File: src/svap_pkg.sv
// Package for the voice allocator: channel record, codes and default sizes.
package svap_pkg;

  localparam int NUM_CHANNELS_DEF = 8;
  localparam logic [3:0] ACTIVE_CHANNELS_RST = 4'd8;

  localparam logic [1:0] KIND_START   = 2'd0;
  localparam logic [1:0] KIND_STOP    = 2'd1;
  localparam logic [1:0] KIND_RELEASE = 2'd2;

  localparam logic [2:0] ST_FREE    = 3'd0;
  localparam logic [2:0] ST_STOLEN  = 3'd1;
  localparam logic [2:0] ST_LOOP    = 3'd2;
  localparam logic [2:0] ST_LIMIT   = 3'd3;
  localparam logic [2:0] ST_FULL    = 3'd4;
  localparam logic [2:0] ST_DONE    = 3'd5;

  localparam logic signed [4:0] LIMIT_NONE = -5'sd1;

  typedef enum logic [2:0] {
    S_IDLE,
    S_SCAN1,
    S_SCAN2,
    S_SCAN3,
    S_DONE
  } state_t;

  typedef struct packed {
    logic        active;
    logic [15:0] origin;
    logic [8:0]  sound;
    logic [11:0] prio;
    logic        loop;
    logic [15:0] timeout;
  } chan_t;

endpackage

File: src/sound_voice_allocator_priority.sv
// Top level of the voice allocator: channel ring of cells and its scan sequencer.
//
// The channel table lives in a ring of NUM_CHANNELS cells. While a request is
// worked on, the ring rotates by one cell every cycle, and the sequencer looks at
// and updates the record at the head cell. One full turn of the ring is one scan.
// Raise start while busy is low; the request is taken at that edge. A stop or
// release request takes one scan. A start request takes one scan when the sound
// limit refuses it, two when a looping duplicate is refreshed or no channel can
// be had, and three when a channel is granted. The result appears in the cycle
// after the last scan, on out_valid for exactly one cycle. Busy stays high while
// the result is shown and drops when the sequencer then returns to idle. The
// receiver cannot stall the result, so it must take it in the strobe cycle.
// cfg_we writes the number of channels in use; values above NUM_CHANNELS act as
// NUM_CHANNELS, and the register is to be written only while busy is low.
module sound_voice_allocator_priority #(
  parameter int NUM_CHANNELS = svap_pkg::NUM_CHANNELS_DEF
) (
  input  logic        clk,
  input  logic        rst_n,
  input  logic        cfg_we,
  input  logic [3:0]  cfg_wdata,
  input  logic        start,
  output logic        busy,
  input  logic [1:0]  in_kind,
  input  logic [15:0] in_origin_id,
  input  logic [8:0]  in_sound_id,
  input  logic [11:0] in_priority_req,
  input  logic signed [4:0] in_sound_limit,
  input  logic        in_from_listener,
  input  logic        in_in_level,
  input  logic [15:0] in_loop_time,
  input  logic [2:0]  in_release_index,
  output logic        out_valid,
  output logic [2:0]  out_status,
  output logic [2:0]  out_granted_channel,
  output logic [7:0]  out_stopped_mask
);
  import svap_pkg::*;

  localparam int IW = $clog2(NUM_CHANNELS);
  localparam int CW = $clog2(NUM_CHANNELS + 1);
  localparam logic [IW-1:0] LAST_POS = IW'(NUM_CHANNELS - 1);

  // Ring of channel cells; cell 0 is the head.
  chan_t cell_q [NUM_CHANNELS];
  chan_t head_mod;
  logic  shift;

  genvar gi;
  generate
    for (gi = 0; gi < NUM_CHANNELS; gi++) begin : g_ring
      if (gi == NUM_CHANNELS - 1) begin : g_tail
        svap_cell u_cell (.clk(clk), .rst_n(rst_n), .shift(shift),
                          .d(head_mod), .q(cell_q[gi]));
      end else begin : g_mid
        svap_cell u_cell (.clk(clk), .rst_n(rst_n), .shift(shift),
                          .d(cell_q[gi+1]), .q(cell_q[gi]));
      end
    end
  endgenerate

  // Control and request registers.
  state_t state_r, state_nxt;
  logic [IW-1:0] pos_r, pos_nxt;
  logic [3:0]  cfg_r, cfg_nxt;
  logic [IW-1:0] rs_r, rs_nxt;

  logic [1:0]  kind_r;
  logic [15:0] org_r;
  logic [8:0]  snd_r;
  logic [11:0] prio_r;
  logic signed [4:0] lim_r;
  logic        lis_r, lvl_r;
  logic [15:0] ltime_r;
  logic [2:0]  rel_r;

  logic [NUM_CHANNELS-1:0] mask_r, mask_nxt;
  logic [2:0]  status_r, status_nxt;

  // Scan statistics.
  logic          dup_f_r, dup_f_nxt;
  logic [IW-1:0] dup_idx_r, dup_idx_nxt;
  logic [CW-1:0] found_r, found_nxt;
  logic [11:0]   best_r, best_nxt;
  logic          weak_f_r, weak_f_nxt;
  logic [IW-1:0] weak_idx_r, weak_idx_nxt;
  logic          weak_do_r, weak_do_nxt;
  logic          org_f_r, org_f_nxt;
  logic [IW-1:0] org_idx_r, org_idx_nxt;
  logic          oact_f_r, oact_f_nxt;
  logic [IW-1:0] oact_idx_r, oact_idx_nxt;
  logic          free_f_r, free_f_nxt;
  logic [IW-1:0] free_idx_r, free_idx_nxt;
  logic          hi_f_r, hi_f_nxt, hi_act_r, hi_act_nxt;
  logic [IW-1:0] hi_idx_r, hi_idx_nxt;
  logic          lo_f_r, lo_f_nxt, lo_act_r, lo_act_nxt;
  logic [IW-1:0] lo_idx_r, lo_idx_nxt;

  // Decisions for the third scan.
  logic          refresh_r, refresh_nxt;
  logic          wr_en_r, wr_en_nxt;
  logic [IW-1:0] grant_r, grant_nxt;
  logic          halt_en_r, halt_en_nxt;
  logic [IW-1:0] halt_idx_r, halt_idx_nxt;

  logic          go_scan2, go_scan3;

  // Channel count and rotation start.
  logic [CW-1:0] n_used;
  logic [CW:0]   rs_inc;
  logic [IW-1:0] rs_new;
  logic          in_rng, last, accept, want_loop, a_eff;
  logic signed [6:0] found_s, lim_s;
  logic          reached;
  logic [2:0]    rel_pos;

  assign accept    = start && (state_r == S_IDLE);
  assign last      = (pos_r == LAST_POS);
  assign want_loop = (ltime_r != 16'd0);
  assign rel_pos   = 3'(pos_r);

  always_comb begin
    if (32'(cfg_r) > NUM_CHANNELS) begin
      n_used = CW'(NUM_CHANNELS);
    end else begin
      n_used = CW'(cfg_r);
    end
    rs_inc = (CW+1)'(rs_r) + (CW+1)'(1);
    rs_new = (rs_inc >= (CW+1)'(n_used)) ? '0 : IW'(rs_inc);
    in_rng = (CW'(pos_r) < n_used);
  end

  // Head cell processing and statistics.
  always_comb begin
    head_mod     = cell_q[0];
    mask_nxt     = mask_r;
    status_nxt   = status_r;
    rs_nxt       = rs_r;
    dup_f_nxt    = dup_f_r;
    dup_idx_nxt  = dup_idx_r;
    found_nxt    = found_r;
    best_nxt     = best_r;
    weak_f_nxt   = weak_f_r;
    weak_idx_nxt = weak_idx_r;
    weak_do_nxt  = weak_do_r;
    org_f_nxt    = org_f_r;
    org_idx_nxt  = org_idx_r;
    oact_f_nxt   = oact_f_r;
    oact_idx_nxt = oact_idx_r;
    free_f_nxt   = free_f_r;
    free_idx_nxt = free_idx_r;
    hi_f_nxt     = hi_f_r;
    hi_idx_nxt   = hi_idx_r;
    hi_act_nxt   = hi_act_r;
    lo_f_nxt     = lo_f_r;
    lo_idx_nxt   = lo_idx_r;
    lo_act_nxt   = lo_act_r;
    refresh_nxt  = refresh_r;
    wr_en_nxt    = wr_en_r;
    grant_nxt    = grant_r;
    halt_en_nxt  = halt_en_r;
    halt_idx_nxt = halt_idx_r;
    go_scan2     = 1'b0;
    go_scan3     = 1'b0;
    found_s      = '0;
    lim_s        = '0;
    reached      = 1'b0;
    a_eff        = cell_q[0].active;

    case (state_r)
      S_IDLE: begin
        if (start) begin
          mask_nxt    = '0;
          status_nxt  = ST_DONE;
          dup_f_nxt   = 1'b0;
          found_nxt   = '0;
          best_nxt    = in_priority_req;
          weak_f_nxt  = 1'b0;
          weak_do_nxt = 1'b0;
          org_f_nxt   = 1'b0;
          oact_f_nxt  = 1'b0;
          free_f_nxt  = 1'b0;
          hi_f_nxt    = 1'b0;
          lo_f_nxt    = 1'b0;
          refresh_nxt = 1'b0;
          wr_en_nxt   = 1'b0;
          halt_en_nxt = 1'b0;
        end
      end
      S_SCAN1: begin
        if (kind_r == KIND_STOP) begin
          if (in_rng && cell_q[0].active && cell_q[0].origin == org_r) begin
            head_mod.active = 1'b0;
            mask_nxt[pos_r] = 1'b1;
          end
        end else if (kind_r == KIND_RELEASE) begin
          if (in_rng && rel_pos == rel_r && 32'(pos_r) == 32'(rel_r)
              && cell_q[0].active) begin
            head_mod.active = 1'b0;
            mask_nxt[pos_r] = 1'b1;
          end
        end else if (kind_r == KIND_START) begin
          if (in_rng && cell_q[0].active && cell_q[0].sound == snd_r) begin
            if (cell_q[0].origin == org_r && cell_q[0].loop && want_loop
                && !dup_f_r) begin
              dup_f_nxt   = 1'b1;
              dup_idx_nxt = pos_r;
            end
            found_nxt = found_r + CW'(1);
            if (best_r >= cell_q[0].prio
                && (!cell_q[0].loop || best_r > cell_q[0].prio)) begin
              weak_f_nxt   = 1'b1;
              weak_idx_nxt = pos_r;
              best_nxt     = cell_q[0].prio;
            end
          end
          if (last) begin
            found_s = 7'(found_nxt);
            lim_s   = {{2{lim_r[4]}}, lim_r};
            reached = (lim_r != LIMIT_NONE) && (found_s >= lim_s);
            if (dup_f_nxt) begin
              refresh_nxt = 1'b1;
              grant_nxt   = dup_idx_nxt;
              status_nxt  = ST_LOOP;
              go_scan3    = 1'b1;
            end else if (reached && !weak_f_nxt) begin
              status_nxt = ST_LIMIT;
            end else begin
              weak_do_nxt = reached;
              go_scan2    = 1'b1;
            end
          end
        end
      end
      S_SCAN2: begin
        if (weak_do_r && pos_r == weak_idx_r && cell_q[0].active) begin
          head_mod.active = 1'b0;
          mask_nxt[pos_r] = 1'b1;
        end
        a_eff = head_mod.active;
        if (in_rng) begin
          if (cell_q[0].origin == org_r) begin
            if (!org_f_r) begin
              org_f_nxt   = 1'b1;
              org_idx_nxt = pos_r;
            end
            if (a_eff && !oact_f_r) begin
              oact_f_nxt   = 1'b1;
              oact_idx_nxt = pos_r;
            end
          end
          if (!a_eff && !free_f_r) begin
            free_f_nxt   = 1'b1;
            free_idx_nxt = pos_r;
          end
          if (prio_r >= cell_q[0].prio) begin
            if (pos_r >= rs_new) begin
              if (!hi_f_r) begin
                hi_f_nxt   = 1'b1;
                hi_idx_nxt = pos_r;
                hi_act_nxt = a_eff;
              end
            end else if (!lo_f_r) begin
              lo_f_nxt   = 1'b1;
              lo_idx_nxt = pos_r;
              lo_act_nxt = a_eff;
            end
          end
        end
        if (last) begin
          if (lvl_r && !lis_r && org_f_nxt) begin
            // Takeover of the origin's channel; its first active channel stops.
            grant_nxt    = org_idx_nxt;
            halt_en_nxt  = oact_f_nxt;
            halt_idx_nxt = oact_idx_nxt;
            wr_en_nxt    = 1'b1;
            status_nxt   = oact_f_nxt ? ST_STOLEN : ST_FREE;
            go_scan3     = 1'b1;
          end else if (free_f_nxt) begin
            grant_nxt  = free_idx_nxt;
            wr_en_nxt  = 1'b1;
            status_nxt = ST_FREE;
            go_scan3   = 1'b1;
          end else begin
            rs_nxt = rs_new;
            if (hi_f_nxt || lo_f_nxt) begin
              grant_nxt    = hi_f_nxt ? hi_idx_nxt : lo_idx_nxt;
              halt_en_nxt  = 1'b1;
              halt_idx_nxt = hi_f_nxt ? hi_idx_nxt : lo_idx_nxt;
              wr_en_nxt    = 1'b1;
              status_nxt   = (hi_f_nxt ? hi_act_nxt : lo_act_nxt) ? ST_STOLEN : ST_FREE;
              go_scan3     = 1'b1;
            end else begin
              status_nxt = ST_FULL;
            end
          end
        end
      end
      S_SCAN3: begin
        if (refresh_r) begin
          if (pos_r == grant_r) begin
            head_mod.timeout = ltime_r;
          end
        end else begin
          if (halt_en_r && pos_r == halt_idx_r && cell_q[0].active) begin
            head_mod.active = 1'b0;
            mask_nxt[pos_r] = 1'b1;
          end
          if (wr_en_r && pos_r == grant_r) begin
            head_mod.active  = 1'b1;
            head_mod.origin  = org_r;
            head_mod.sound   = snd_r;
            head_mod.prio    = prio_r;
            head_mod.loop    = want_loop;
            head_mod.timeout = ltime_r;
          end
        end
      end
      default: begin
      end
    endcase
  end

  // Next state.
  always_comb begin
    state_nxt = state_r;
    case (state_r)
      S_IDLE:  if (start) state_nxt = S_SCAN1;
      S_SCAN1: begin
        if (last) begin
          if (go_scan3) begin
            state_nxt = S_SCAN3;
          end else if (go_scan2) begin
            state_nxt = S_SCAN2;
          end else begin
            state_nxt = S_DONE;
          end
        end
      end
      S_SCAN2: if (last) state_nxt = go_scan3 ? S_SCAN3 : S_DONE;
      S_SCAN3: if (last) state_nxt = S_DONE;
      S_DONE:  state_nxt = S_IDLE;
      default: state_nxt = S_IDLE;
    endcase
  end

  // Outputs and ring control.
  logic [IW+2:0] grant_ext;
  always_comb begin
    shift     = 1'b0;
    busy      = 1'b1;
    out_valid = 1'b0;
    grant_ext = (IW+3)'(grant_r);
    out_status = status_r;
    out_granted_channel = (status_r == ST_FREE || status_r == ST_STOLEN) ?
                          grant_ext[2:0] : 3'd0;
    case (state_r)
      S_IDLE:  busy = 1'b0;
      S_SCAN1, S_SCAN2, S_SCAN3: shift = 1'b1;
      S_DONE:  out_valid = 1'b1;
      default: busy = 1'b1;
    endcase
  end

  generate
    for (gi = 0; gi < 8; gi++) begin : g_mask
      if (gi < NUM_CHANNELS) begin : g_on
        assign out_stopped_mask[gi] = mask_r[gi];
      end else begin : g_off
        assign out_stopped_mask[gi] = 1'b0;
      end
    end
  endgenerate

  always_comb begin
    pos_nxt = shift ? (last ? '0 : pos_r + IW'(1)) : pos_r;
    cfg_nxt = cfg_we ? cfg_wdata : cfg_r;
  end

  always_ff @(posedge clk) begin
    if (!rst_n) begin
      state_r <= S_IDLE;
      pos_r   <= '0;
      cfg_r   <= ACTIVE_CHANNELS_RST;
      rs_r    <= '0;
    end else begin
      state_r <= state_nxt;
      pos_r   <= pos_nxt;
      cfg_r   <= cfg_nxt;
      rs_r    <= rs_nxt;
    end
  end

  always_ff @(posedge clk) begin
    if (accept) begin
      kind_r  <= in_kind;
      org_r   <= in_origin_id;
      snd_r   <= in_sound_id;
      prio_r  <= in_priority_req;
      lim_r   <= in_sound_limit;
      lis_r   <= in_from_listener;
      lvl_r   <= in_in_level;
      ltime_r <= in_loop_time;
      rel_r   <= in_release_index;
    end
    mask_r     <= mask_nxt;
    status_r   <= status_nxt;
    dup_f_r    <= dup_f_nxt;
    dup_idx_r  <= dup_idx_nxt;
    found_r    <= found_nxt;
    best_r     <= best_nxt;
    weak_f_r   <= weak_f_nxt;
    weak_idx_r <= weak_idx_nxt;
    weak_do_r  <= weak_do_nxt;
    org_f_r    <= org_f_nxt;
    org_idx_r  <= org_idx_nxt;
    oact_f_r   <= oact_f_nxt;
    oact_idx_r <= oact_idx_nxt;
    free_f_r   <= free_f_nxt;
    free_idx_r <= free_idx_nxt;
    hi_f_r     <= hi_f_nxt;
    hi_idx_r   <= hi_idx_nxt;
    hi_act_r   <= hi_act_nxt;
    lo_f_r     <= lo_f_nxt;
    lo_idx_r   <= lo_idx_nxt;
    lo_act_r   <= lo_act_nxt;
    refresh_r  <= refresh_nxt;
    wr_en_r    <= wr_en_nxt;
    grant_r    <= grant_nxt;
    halt_en_r  <= halt_en_nxt;
    halt_idx_r <= halt_idx_nxt;
  end

`ifndef NO_ASSERTIONS
  // The result strobe lasts a single cycle.
  a_strobe_single: assert property (@(posedge clk) disable iff (!rst_n)
    out_valid |=> !out_valid) else $error("result strobe held");
  // A refused or non-start result carries no channel.
  a_grant_zero: assert property (@(posedge clk) disable iff (!rst_n)
    out_valid && out_status != ST_FREE && out_status != ST_STOLEN
    |-> out_granted_channel == 3'd0) else $error("channel on refused result");
  // Busy drops only right after a result.
  a_busy_fall: assert property (@(posedge clk) disable iff (!rst_n)
    $fell(busy) |-> $past(out_valid)) else $error("busy fell without result");
  // A taken request makes the block busy.
  a_accept_busy: assert property (@(posedge clk) disable iff (!rst_n)
    start && !busy |=> busy) else $error("request not taken");
  // The ring is home whenever the block is idle.
  a_ring_home: assert property (@(posedge clk) disable iff (!rst_n)
    !busy |-> pos_r == '0) else $error("ring out of place");
`endif

endmodule

File: src/svap_cell.sv
// One channel cell: holds a channel record and passes it to its neighbor on each shift.
module svap_cell (
  input  logic           clk,
  input  logic           rst_n,
  input  logic           shift,
  input  svap_pkg::chan_t d,
  output svap_pkg::chan_t q
);
  import svap_pkg::*;

  chan_t rec_r;
  chan_t rec_nxt;

  always_comb begin
    rec_nxt = shift ? d : rec_r;
  end

  always_ff @(posedge clk) begin
    if (!rst_n) begin
      rec_r <= '0;
    end else begin
      rec_r <= rec_nxt;
    end
  end

  assign q = rec_r;

endmodule
File: config.mk
export PLATFORM = sky130hd
export DESIGN_NAME = sound_voice_allocator_priority
export DESIGN_NICKNAME = d
export VERILOG_FILES = /design/src/svap_pkg.sv /design/src/sound_voice_allocator_priority.sv /design/src/svap_cell.sv
export SDC_FILE = /design/constraint.sdc
export NUM_CORES = 1
export LEC_CHECK = 0
export BUFFER_PORTS_ARGS = -buffer_cell sky130_fd_sc_hd__buf_2
export CAP_MARGIN = 20
export CORE_ASPECT_RATIO = 0.7
export CORE_MARGIN = 5
export CORE_UTILIZATION = 55
export DETAILED_ROUTE_END_ITERATION = 6
export PLACE_DENSITY = 0.76
export SKIP_CTS_REPAIR_TIMING = 1
export SLEW_MARGIN = 20
export SYNTH_ARGS = -nofsm -noshare
export SYNTH_HDL_FRONTEND = slang
export SYNTH_HIERARCHICAL = 1
export SYNTH_SLANG_ARGS = --single-unit
export TNS_END_PERCENT = 10
File: constraint.sdc
create_clock -name clk -period 5 [get_ports clk]
set_clock_uncertainty 0.15 [all_clocks]
set_input_delay 0.5 -clock clk [delete_from_list [all_inputs] [get_ports clk]]
set_output_delay 0.5 -clock clk [all_outputs]
set_load 0.005 [all_outputs]
[After elaboration in Yosys (flattened, before gate mapping)]
Index checks and enable logic that the tools add are counted.
Word-level totals
  register bits after elaboration: 585
  input bits: 73
  output and inout bits: 16
  word-level logic and storage cells: 397
Cells by class
  add/sub/neg operators: 3
  order comparisons: 10
  eq/ne operators: 38
  multiplexer cells: 195
  bitwise operators: 5
  reductions and logical operators: 59
Operator list (number)
  $mux W3: 51
  $mux W1: 95
  $mux W12: 6
  $mux W8: 8
  $mux W55: 1
  $mux W54: 1
  $mux W4: 10
  $mux W39: 1
  $mux W16: 2
  $pmux W8 S4: 1
  $reduce_and A8 Y1: 4
  $ne A2 B2 Y1 const B: 15
  $ge A12 B12 Y1: 2
  $pmux W1 S2: 12
  $pmux W12 S2: 1
  $logic_and A1 B1 Y1: 23
  $reduce_and A4 Y1: 5
  $ne A3 B3 Y1 const B: 6
  $eq A16 B16 Y1: 1
  $reduce_bool A16 Y1: 1
  $reduce_and A7 Y1: 2
  $eq A3 B3 Y1: 4
  $gt A12 B12 Y1: 1
  $pmux W3 S4: 1
  other kinds (37): 56

[Longest topological paths before layout]
Gate-level depths: netlist of the first run.
  word-level depth: 24
  gate-level depth with buffers: 15
  depth with buffers taken out: 15

[By module]
The synthesis of the first run kept the hierarchy.
Modules (own cells, without submodules)
  svap_cell: times used 8, cells each 177, area each 2130.8 um^2, sequential area each 1101.1 um^2
  sound_voice_allocator_priority: times used 1, cells each 681, area each 8094.0 um^2, sequential area each 4224.1 um^2

[Least setup slack after synthesis of the first run]
Ideal clock, no wire load.
  path type: reg-to-reg
  from: reg rs_r[0]
  to: reg halt_idx_r[2] (data pin)
  library setup time: 0.272 ns
  data arrival time: 3.260 ns
  data required time: 4.578 ns
  slack: 1.318 ns
  stages on the path, launching flop included: 14
  path buffers: 0
  period minus slack after synthesis: 3.682 ns
  path through: dfxtp_1 ha_1 ha_1 a21o_1 a21o_1 a21oi_1 nor2b_1 ha_1 nand2b_1 a31o_1 a2111oi_4 mux2_2 o211ai_1 o21ai_1
Between the ends
  cells in the longest elaborated chain, start to end: 12
  elaborated cells on any way between the ends: 18
  classes of those cells: 1 x add/sub; 2 x order compare; 15 x mux
Ends and longest elaborated chain
  start: declaration: RTL line sound_voice_allocator_priority.sv:66  | logic [IW-1:0] rs_r, rs_nxt;
  start signal: assignment: RTL line sound_voice_allocator_priority.sv:390  | rs_r <= rs_nxt;
  $add A3 B1 Y4 *: RTL line sound_voice_allocator_priority.sv:128  | rs_inc = (CW+1)'(rs_r) + (CW+1)'(1);
  $ge A4 B4 Y1: RTL line sound_voice_allocator_priority.sv:129  | rs_new = (rs_inc >= (CW+1)'(n_used)) ? '0 : IW'(rs_inc);
  $mux W3 *: RTL line sound_voice_allocator_priority.sv:129
  named net rs_new[0]: RTL line sound_voice_allocator_priority.sv:111  | logic [IW-1:0] rs_new;
  $ge A3 B3 Y1 *: RTL line sound_voice_allocator_priority.sv:257  | if (pos_r >= rs_new) begin
  $mux W1: RTL line sound_voice_allocator_priority.sv:257
  $mux W1: RTL line sound_voice_allocator_priority.sv:256  | if (prio_r >= cell_q[0].prio) begin
  $mux W1: RTL line sound_voice_allocator_priority.sv:241  | if (in_rng) begin
  $mux W1: RTL line sound_voice_allocator_priority.sv:170  | case (state_r)
  $mux W3 *: RTL line sound_voice_allocator_priority.sv:289  | halt_idx_nxt = hi_f_nxt ? hi_idx_nxt : lo_idx_nxt;
  $mux W3 *: RTL line sound_voice_allocator_priority.sv:286  | if (hi_f_nxt || lo_f_nxt) begin
  $mux W3 *: RTL line sound_voice_allocator_priority.sv:279  | end else if (free_f_nxt) begin
  $mux W3 *: RTL line sound_voice_allocator_priority.sv:271  | if (lvl_r && !lis_r && org_f_nxt) begin
  end signal: assignment: RTL line sound_voice_allocator_priority.sv:431  | halt_idx_r <= halt_idx_nxt;
  end: declaration: RTL line sound_voice_allocator_priority.sv:104  | logic [IW-1:0] halt_idx_r, halt_idx_nxt;
Mark *: on every way through the listed nets, which the timed path passes. The rest lies on a longest branch. The select of a mux whose other input is x is not followed.
A chain may end at the register's enable or synchronous reset.

[Worst setup path after layout of the first run]
Same ends and word-level chain as after synthesis.

==> impl_metrics.py, run 1 <==
metrics = {
    "setup_path": {
        "crit_fanout": 5,
        "r2r_slack_ns": 0.94,
        "crit_arrival_ns": 4.19,
        "critical_path_class": "reg -> reg",
        "critPathCaptureType": "flop",
        "required_ns": 5.14,
        "worstSetupStartpointType": "flop",
    },
    "synth": {
        "avgSynthCellArea_um2": 12.0,
        "synthesis.nets": 1811,
        "synth.cell_area_mm2": 0.0203,
        "synthCells": 1694,
        "ys_warn_count": 6,
    },
    "sta": {
        "worst_slew_pin_slew_ns": 1.07,
        "period_needed_ns": 4.06,
        "finalSetupTns_ns": 0,
        "maxSlewHeadroom_pct": 28.6,
        "finalSetupViolCount": 0,
        "period_share_pct": 81.1,
        "hold_viol_final": 0,
        "rsz0062_at_grt": "false",
        "report.final.slew_viol_count": 0,
        "max_freq_mhz": 247,
    },
    "floorplanning": {
        "row_count": 58,
        "ios": 89,
        "die_x_um": 240,
        "coreArea_mm2": 0.0362,
        "start_util_pct": 56.1,
        "die_h_um": 171,
        "fp.dieArea_mm2": 0.0409,
    },
    "route": {
        "drtAntennaViolNets": 0,
        "dr_total_vias": 12000,
        "routed_wl_um": 37900,
        "drc": 0,
        "first_pass_iters": 5,
        "drtIter0Drc": 843,
        "vias_per_cell": 5.21,
        "wl_per_cell_um": 16.4,
    },
    "grt": {
        "antenna_found_initial": 0,
        "grt-ovfl-total": 0,
        "grt_start_max_net_pins": 177,
        "grt_pass1_vias": 11700,
        "grt_use_total_pct": 17.7,
        "grt_pass1_wl_um": 60400,
    },
    "power": {
        "combinationalPowerShare_pct": 7.7,
        "p_switching_uw": 1790,
        "p_total_uw": 7850,
        "p_sw_share_pct": 22.8,
        "p_seq_share_pct": 50.1,
        "p_leak_uw": 0.00819,
        "p_clk_share_pct": 42.2,
        "p_int_uw": 6060,
        "power_density_mw_per_mm2": 350,
        "ir_worst_vdd_mv": 0.297,
    },
    "layout": {
        "fill_cells": 2752,
        "final_util_pct": 62.0,
        "final_nets": 1908,
        "n_antenna_cell": 0,
        "drive_gt1_share_pct": 12.9,
        "area.growth.synth_to_final_pct": 10.5,
        "multi_input_area_mm2": 0.00854,
        "seq_area_mm2": 0.0105,
    },
    "clock_network": {
        "clkSlewWorstSetupHoldPaths_ns": 0.06,
        "clock-sinks": 457,
        "cts_root_buffer": "clkbuf_16",
        "cts_inserted_buffers": 44,
        "tritoncts": "built",
        "cts_buffer_depth": 3,
        "htree_num_levels": 2,
        "clk_latency_ns": 0.57,
    },
    "placed_design": {
        "portBuffers": 88,
        "dp.final_hpwl_um": 23800,
        "place_congestion": 0.889,
    },
    "run": {
        "maxCapViolCount": 0,
    },
    "worst_hold_path": {
        "worstHoldPathType": "in -> reg",
    },
    "run_status": {
        "status": "finished clean",
    },
}
through the flow:
step	hold slack [ns]	cell area, um^2	setup slack [ns]	instances
3_5_place_dp	0.318	20300	0.978	2161
4_1_cts	-0.0617	21800	0.952	2243
5_1_grt	-0.0128	22400	0.701	2307
3_3_place_gp	0.310	20300	1.02	2161
2_1_floorplan	0.297	20300	1.32	1694
6_report	0.0150	22400	0.945	2307
worst paths after layout:
path / start / to / depth (start not counted)
worst max-delay path: rs_r[0]$_SDFFE_PN0P_ / halt_idx_r[2]$_DFFE_PP_ / 13
worst min register to register: rs_r[1]$_SDFFE_PN0P_ / rs_r[1]$_SDFFE_PN0P_ / 2
worst min-delay path: cfg_wdata[3] / cfg_r[3]$_SDFFE_PN1P_ / 3
worst max register to register: rs_r[0]$_SDFFE_PN0P_ / halt_idx_r[2]$_DFFE_PP_ / 13
placed cells by master (no fill, tap or decap), types with 12 or more instances in the layout:
master	count
dlygate4sd3_1	64
ha_1	44
nor2b_1	322
inv_1	27
dfxtp_1	325
clkbuf_16	45
a21oi_1	29
edfxtp_1	132
o21ai_0	25
mux2i_1	318
buf_2	87
nand2_1	50
and2_1	12
xor2_1	30
nor2_1	42
mux2_2	45
buf_4	15
nor4_1	15
flip-flops by register name, summed over array words and instances, names as in the netlist, 4 cells and up:
| register | count |
|---|---|
| prio_r | 12 |
| g_ring.g_tail.u_cell/q | 39 |
| found_r | 4 |
| cfg_r | 4 |
| out_stopped_mask | 8 |
| org_r | 16 |
| ltime_r | 16 |
| snd_r | 9 |
| g_ring.g_mid.u_cell/q | 273 |
| lim_r | 5 |
| best_r | 12 |
power groups by stage:
stage	clock network (uW)	logic [uW]	registers, uW
2_1_floorplan	0	541	4000
3_3_place_gp	0	555	4010
3_5_place_dp	0	564	4010
4_1_cts	3390	566	3930
5_1_grt	3550	658	3930
6_report	3310	606	3930
per-layer routing:
metal  global-route usage [%]  up-vias  wire length [um]
met3                     4.35       59              2330
met1                     27.2     5634             18700
met4                     4.44        0               794
met2                     25.2      270             16000
met5                        0        -                 0
li1                         -     6066                 -
layout make-up:
| type | instances | share of cell area, % |
|---|---|---|
| clock buffer | 63 | 5.69 |
| clock inverter | 19 | 0.786 |
| inverter | 32 | 0.569 |
| multi-input combinational | 1087 | 38.1 |
| sequential | 457 | 46.7 |
| tap | 480 | 2.68 |
| timing repair buffer | 169 | 5.53 |
worst max-delay path, stage by stage, from the launching register on:
cell       delay (ns)
dfxtp_1          0.35
ha_1             0.34
ha_1             0.28
a21o_1           0.16
a21o_1           0.17
a21oi_1          0.22
nor2b_1          0.21
ha_1             0.25
nand2b_1         0.15
a31o_1           0.27
a2111oi_4        0.54
mux2_2           0.42
o211ai_1         0.20
o21ai_1          0.08
Note: power is estimated with default switching activity, not from simulation.
==> inputs of run 2 (changes only) <==
- ABC_AREA: not set -> 1
- PLACE_DENSITY: 0.76 -> 0.79
- clock period: 5 -> 3.5 ns (I/O delays scaled with it)
==> run 2 against run 1 <==
Against the previous run: the run now ends with setup timing left; core utilization increased by 0.30 points; area after synthesis increased by 6.0%; sequential cell count unchanged; largest cell class unchanged; highest routed layer unchanged.
==> impl_metrics.py, run 2 <==
metrics = {
    "route": {
        "drtIter0Drc": 1391,
        "drc": 0,
        "first_pass_iters": 7,
        "vias_per_cell": 4.67,
        "dr_total_vias": 16800,
        "routed_wl_um": 44400,
        "wl_per_cell_um": 12.4,
        "drtAntennaViolNets": 0,
    },
    "setup_path": {
        "rr_worst_depth": 24,
        "slowest_delay_ns": 0.34,
        "critPathCaptureType": "flop",
        "cp_cell_sequence": "inv_2, nand2_1, ha_1, nand2_1, nand2_1, nand2_2, nand2_4, inv_6, nand2_2, nor3_2, xor2_1, inv_1, ha_4, inv_2, nor2_2, nand4_1, nand4_1, nor2_2, nor2_2, nand3_2, nand2_2, nor2_1, nor4_1, buf_4",
        "rr_startpoint": "cfg_r[3]$_SDFFE_PN1P_",
        "crit_buf_inv": 5,
        "worstSetupStartpointType": "flop",
        "cp_top_family": "simple AND/OR/NAND/NOR gates",
        "crit_slowest_cell": "dfxtp_1",
        "critical_path_class": "reg -> reg",
        "required_ns": 3.62,
        "crit_arrival_ns": 3.80,
        "r2r_end": "out_status[2]$_DFFE_PP_",
        "r2r_slack_ns": -0.17,
        "crit_fanout": 4,
    },
    "layout": {
        "final_nets": 3144,
        "drive_gt1_share_pct": 8.42,
        "final_area_mm2": 0.0240,
        "area.growth.synth_to_final_pct": 11.4,
        "mostFrequentLayoutCells": "859 x nand2_1, 717 x nor2_1, 430 x inv_1",
        "final_util_pct": 62.3,
        "largest_reg_flops": 273,
        "mostFrequentLayoutCell": "nand2_1",
        "instances_no_fill": 3590,
        "n_antenna_cell": 0,
    },
    "placed_design": {
        "dp.final_hpwl_um": 28400,
        "placed_area_mm2": 0.0217,
        "portBuffers": 88,
        "place_inst": 3432,
        "place_congestion": 0.856,
    },
    "floorplanning": {
        "die_x_um": 246,
        "fp.dieArea_mm2": 0.0432,
        "coreArea_mm2": 0.0385,
        "ios": 89,
        "row_count": 60,
        "die_h_um": 175,
        "start_util_pct": 55.9,
    },
    "power": {
        "p_clk_share_pct": 26.0,
        "p_switching_uw": 6350,
        "p_seq_share_pct": 42.4,
        "power_density_mw_per_mm2": 751,
        "ir_worst_vdd_mv": 0.602,
        "combinationalPowerShare_pct": 31.6,
        "p_sw_share_pct": 35.3,
        "p_int_uw": 11600,
        "p_leak_uw": 0.0106,
    },
    "run_status": {
        "violations": "setup timing",
        "status": "complete, but fails checks",
    },
    "worst_hold_path": {
        "holdPathEnd": "g_ring[7].g_tail.u_cell/q[52]$_SDFFE_PN0P_",
        "min-delay-start": "rst_n",
        "worstHoldPathType": "in -> reg",
        "min_path_cells": 3,
    },
    "grt": {
        "grt_start_max_net_pins": 154,
        "grt-ovfl-total": 0,
        "antenna_found_initial": 0,
        "grt_pass1_wl_um": 70900,
        "grt_pass1_vias": 15000,
        "grt_use_total_pct": 19.3,
    },
    "clock_network": {
        "cts_inserted_buffers": 45,
        "cts_buffer_depth": 3,
        "clkSlewWorstSetupHoldPaths_ns": 0.07,
        "tritoncts": "built",
        "clock-sinks": 457,
        "cts_root_buffer": "clkbuf_16",
        "clk_latency_ns": 0.56,
        "htree_num_levels": 2,
    },
    "sta": {
        "rsz0062_at_grt": "true",
        "period_share_pct": 105,
        "report.final.slew_viol_count": 0,
        "max_freq_mhz": 272,
        "maxSlewHeadroom_pct": 37.2,
        "final.setup.worst_slack_ns": -0.173,
        "worst_slew_pin_slew_ns": 0.940,
        "period_needed_ns": 3.67,
        "finalSetupViolCount": 4,
        "hold_viol_final": 0,
    },
    "synth": {
        "synth.cell_area_mm2": 0.0215,
        "avgSynthCellArea_um2": 7.33,
        "ys_warn_count": 6,
        "synthCells": 2936,
        "synthesis.nets": 3053,
    },
    "run": {
        "maxCapViolCount": 0,
    },
}
-- run 2: power groups by stage --
stage	Clock [uW]	Sequential (uW)	Combinational (uW)
CTS	4740	7630	5490
global route	5000	7790	6630
floorplan	0	7540	4900
detailed placement	0	7730	5450
global placement	0	7660	5270
finish	4680	7640	5680
-- run 2: per-layer routing --
layer  vias up  track usage [%]  part of all wire, %  wire [um]
li1       8882                -                    -          -
met1      7383             28.3                   47      21000
met2       429             29.9                   44      19700
met3        62             3.56                  6.7       2980
met4         0             4.48                  1.7        774
met5         -                0                    0          0
-- run 2: how the worst max path moves through the flow --
stage / start / end / cells after the start
after floorplan: cfg_r[3]$_SDFFE_PN1P_ / out_status[0]$_DFFE_PP_ / 23
after global placement: rs_r[0]$_SDFFE_PN0P_ / grant_r[0]$_DFFE_PP_ / 22
after detailed placement: cfg_r[3]$_SDFFE_PN1P_ / out_status[2]$_DFFE_PP_ / 24
after CTS: cfg_r[3]$_SDFFE_PN1P_ / out_status[2]$_DFFE_PP_ / 24
after global routing: cfg_r[3]$_SDFFE_PN1P_ / out_status[2]$_DFFE_PP_ / 24
final: cfg_r[3]$_SDFFE_PN1P_ / out_status[2]$_DFFE_PP_ / 24
-- run 2: metrics by stage --
step / setup slack [ns] / hold slack (ns) / total power, uW / setup TNS, ns
2_1_floorplan: 0.121 / 0.298 / 12400 / 0
3_3_place_gp: -0.0708 / 0.306 / 12900 / -0.353
6_report: -0.173 / 0.0802 / 18000 / -0.556
3_5_place_dp: -0.117 / 0.312 / 13200 / -0.722
4_1_cts: -0.192 / -0.206 / 17900 / -1.28
5_1_grt: -0.349 / 0.0816 / 19400 / -2.98
-- run 2: final cells by class --
| class | instances | area [um^2] |
|---|---|---|
| repair buffers | 199 | 1550 |
| multi-input cells | 1882 | 8210 |
| fillers | 3205 | 14500 |
| flip-flops and latches | 457 | 10500 |
| clock inverters | 27 | 174 |
| inverters | 442 | 1670 |
| well taps | 527 | 659 |
| clock buffers | 56 | 1240 |
-- run 2: tightest hold or removal path, stage by stage --
cell     delay [ns]
buf_8          0.23
nand2_1        0.12
nor2_1         0.03
==> inputs of run 3 (changes only) <==
- CORE_UTILIZATION: 55 -> 57
- CTS_BUF_LIST: not set -> sky130_fd_sc_hd__clkbuf_16
- CTS_CLUSTER_SIZE: not set -> 24
- PLACE_DENSITY: 0.79 -> 0.81
==> run 3 against run 2 <==
Against the previous run: the run ends with hold timing left; setup slack improved by 0.17 ns; die area fell by 3.3%; total power fell by 0.44%; critical endpoint is now out_status[0]$_DFFE_PP_; global-route usage rose by 0.16 points; largest cell class unchanged; final cell count fell by 1.2%; sequential power barely moved.
==> impl_metrics.py, run 3 (same netlist as run 2, synthesis figures left out) <==
metrics = {
    "setup_path": {
        "required_ns": 3.63,
        "critPathCaptureType": "flop",
        "critical_path_class": "reg -> reg",
        "r2r_end": "out_status[0]$_DFFE_PP_",
        "rr_startpoint": "cfg_r[3]$_SDFFE_PN1P_",
        "cp-startpoint": "cfg_r[3]$_SDFFE_PN1P_",
        "crit_arrival_ns": 3.63,
        "worstSetupStartpointType": "flop",
        "crit_fanout": 5,
        "critPathCapture": "out_status[0]$_DFFE_PP_",
        "rr_worst_depth": 24,
        "r2r_slack_ns": 0.001,
    },
    "sta": {
        "final.setup.worst_slack_ns": 0.00140,
        "rsz0062_at_grt": "true",
        "max_freq_mhz": 286,
        "period_share_pct": 100,
        "hold_viol_final": 1,
        "period_needed_ns": 3.50,
        "report.final.slew_viol_count": 0,
        "fin_hold_ws_ns": -0.00500,
        "finalSetupViolCount": 0,
        "maxSlewHeadroom_pct": 31.9,
        "worst_slew_pin_slew_ns": 1.02,
    },
    "grt": {
        "grt_pass1_wl_um": 70100,
        "antenna_found_initial": 1,
        "grt_use_total_pct": 19.4,
        "grt-ovfl-total": 0,
        "grt_start_max_net_pins": 142,
        "grt_pass1_vias": 14600,
    },
    "layout": {
        "drive_gt1_share_pct": 8.34,
        "final_nets": 3141,
        "largest_reg_flops": 273,
        "fill_cells": 3069,
        "seq_area_mm2": 0.0105,
        "final_util_pct": 64.3,
        "multi_input_area_mm2": 0.00825,
        "mostFrequentLayoutCells": "855 x nand2_1, 718 x nor2_1, 445 x inv_1",
        "area.growth.synth_to_final_pct": 11.2,
        "mostFrequentLayoutCell": "nand2_1",
    },
    "floorplanning": {
        "row_count": 59,
        "coreArea_mm2": 0.0372,
        "start_util_pct": 57.8,
        "fp.dieArea_mm2": 0.0418,
        "die_x_um": 242,
        "die_h_um": 173,
        "ios": 89,
    },
    "clock_network": {
        "cts_root_buffer": "clkbuf_16",
        "clkSlewWorstSetupHoldPaths_ns": 0.07,
        "cts_inserted_buffers": 44,
        "htree_num_levels": 2,
        "cts_buffer_depth": 3,
        "clock-sinks": 457,
        "tritoncts": "built",
        "clk_latency_ns": 0.56,
    },
    "run_status": {
        "violations": "hold timing",
        "status": "complete, but fails checks",
    },
    "power": {
        "ir_worst_vdd_mv": 0.584,
        "p_leak_uw": 0.0106,
        "power_density_mw_per_mm2": 749,
    },
    "placed_design": {
        "dp.final_hpwl_um": 28600,
        "dp_slack_ns": -0.0955,
        "portBuffers": 88,
        "place_congestion": 0.859,
    },
    "route": {
        "drtAntennaViolNets": 0,
        "first_pass_iters": 6,
        "drtIter0Drc": 1675,
        "routed_wl_um": 45400,
        "dr_total_vias": 16900,
        "drc": 0,
        "vias_per_cell": 4.77,
        "wl_per_cell_um": 12.8,
    },
    "run": {
        "maxCapViolCount": 0,
    },
    "worst_hold_path": {
        "worstHoldPathType": "in -> reg",
    },
}
[run 3: changes by cell type in the layout (fill, tap and decap cells not counted), sizes merged]
cell,delta
clkbuf,-10
inv,+13
diode,+1
bufinv,+1
buf,-2
clkinvlp,+1
clkinv,-9
[run 3: cell type report]
type                    instances  share of cell area, %
diodes                          1                 0.0105
clock buffers                  46                   4.81
clock inverters                33                  0.884
inverters                     442                   7.00
multi-input cells            1882                   34.5
flip-flops and latches        457                   43.8
well taps                     488                   2.55
repair buffers                197                   6.45
[run 3: worst min-delay path by stage]
stage                                                    startpoint                                   endpoint  slack (ns)  depth (start not counted)
after floorplan           g_ring[1].g_mid.u_cell/q[54]$_SDFFE_PN0P_  g_ring[1].g_mid.u_cell/q[54]$_SDFFE_PN0P_        0.30                          2
after global placement    g_ring[6].g_mid.u_cell/q[45]$_SDFFE_PN0P_  g_ring[6].g_mid.u_cell/q[45]$_SDFFE_PN0P_        0.31                          2
after detailed placement  g_ring[4].g_mid.u_cell/q[25]$_SDFFE_PN0P_  g_ring[4].g_mid.u_cell/q[25]$_SDFFE_PN0P_        0.31                          2
after CTS                                           in_loop_time[4]                       ltime_r[4]$_DFFE_PP_       -0.21                          1
after global routing                                   cfg_wdata[0]                      cfg_r[0]$_SDFFE_PN0P_        0.01                          3
final                                                  cfg_wdata[0]                      cfg_r[0]$_SDFFE_PN0P_      -0.005                          3
[run 3: power by group]
part	internal [uW]	switching [uW]	leakage [uW]
registers	6900	717	0.00391
logic	2140	3580	0.00601
clock network	2530	2050	0.000723
total	11600	6350	0.0106
[run 3: critical path, cell delays in order (launching register included)]
cell	delay, ns
dfxtp_2	0.34
inv_4	0.08
nand2_2	0.08
ha_1	0.28
nand2_1	0.08
nand2_1	0.07
nand2_2	0.08
nand2_4	0.10
inv_6	0.07
nand2_2	0.07
nor3_2	0.17
xor2_1	0.22
inv_1	0.10
ha_4	0.28
inv_1	0.05
nor2_2	0.09
nand4_1	0.09
nand4_1	0.11
nor2_1	0.06
nor2_1	0.12
nand3_1	0.11
nand2_1	0.11
nor2_1	0.06
nor4_2	0.14
buf_4	0.16
[run 3: per-stage QoR]
step	instances	total power, uW	TNS [ns]	hold WS (ns)	area [um^2]
global route	3546	19300	-0.837	0.00956	23900
global placement	3390	12900	-0.0616	0.306	21600
CTS	3469	17800	-0.828	-0.210	23000
detailed placement	3390	13200	-0.556	0.312	21600
finish	3546	17900	0	-0.00500	23900
floorplan	2936	12400	0	0.298	21500
[run 3: per-layer routing]
| layer | GRT usage, % | routed length [um] | vias up |
|---|---|---|---|
| li1 | - | - | 8875 |
| met4 | 4.35 | 944 | 0 |
| met2 | 28.9 | 19900 | 473 |
| met1 | 29.3 | 21400 | 7498 |
| met3 | 4.10 | 3200 | 83 |
| met5 | 0 | 0 | - |
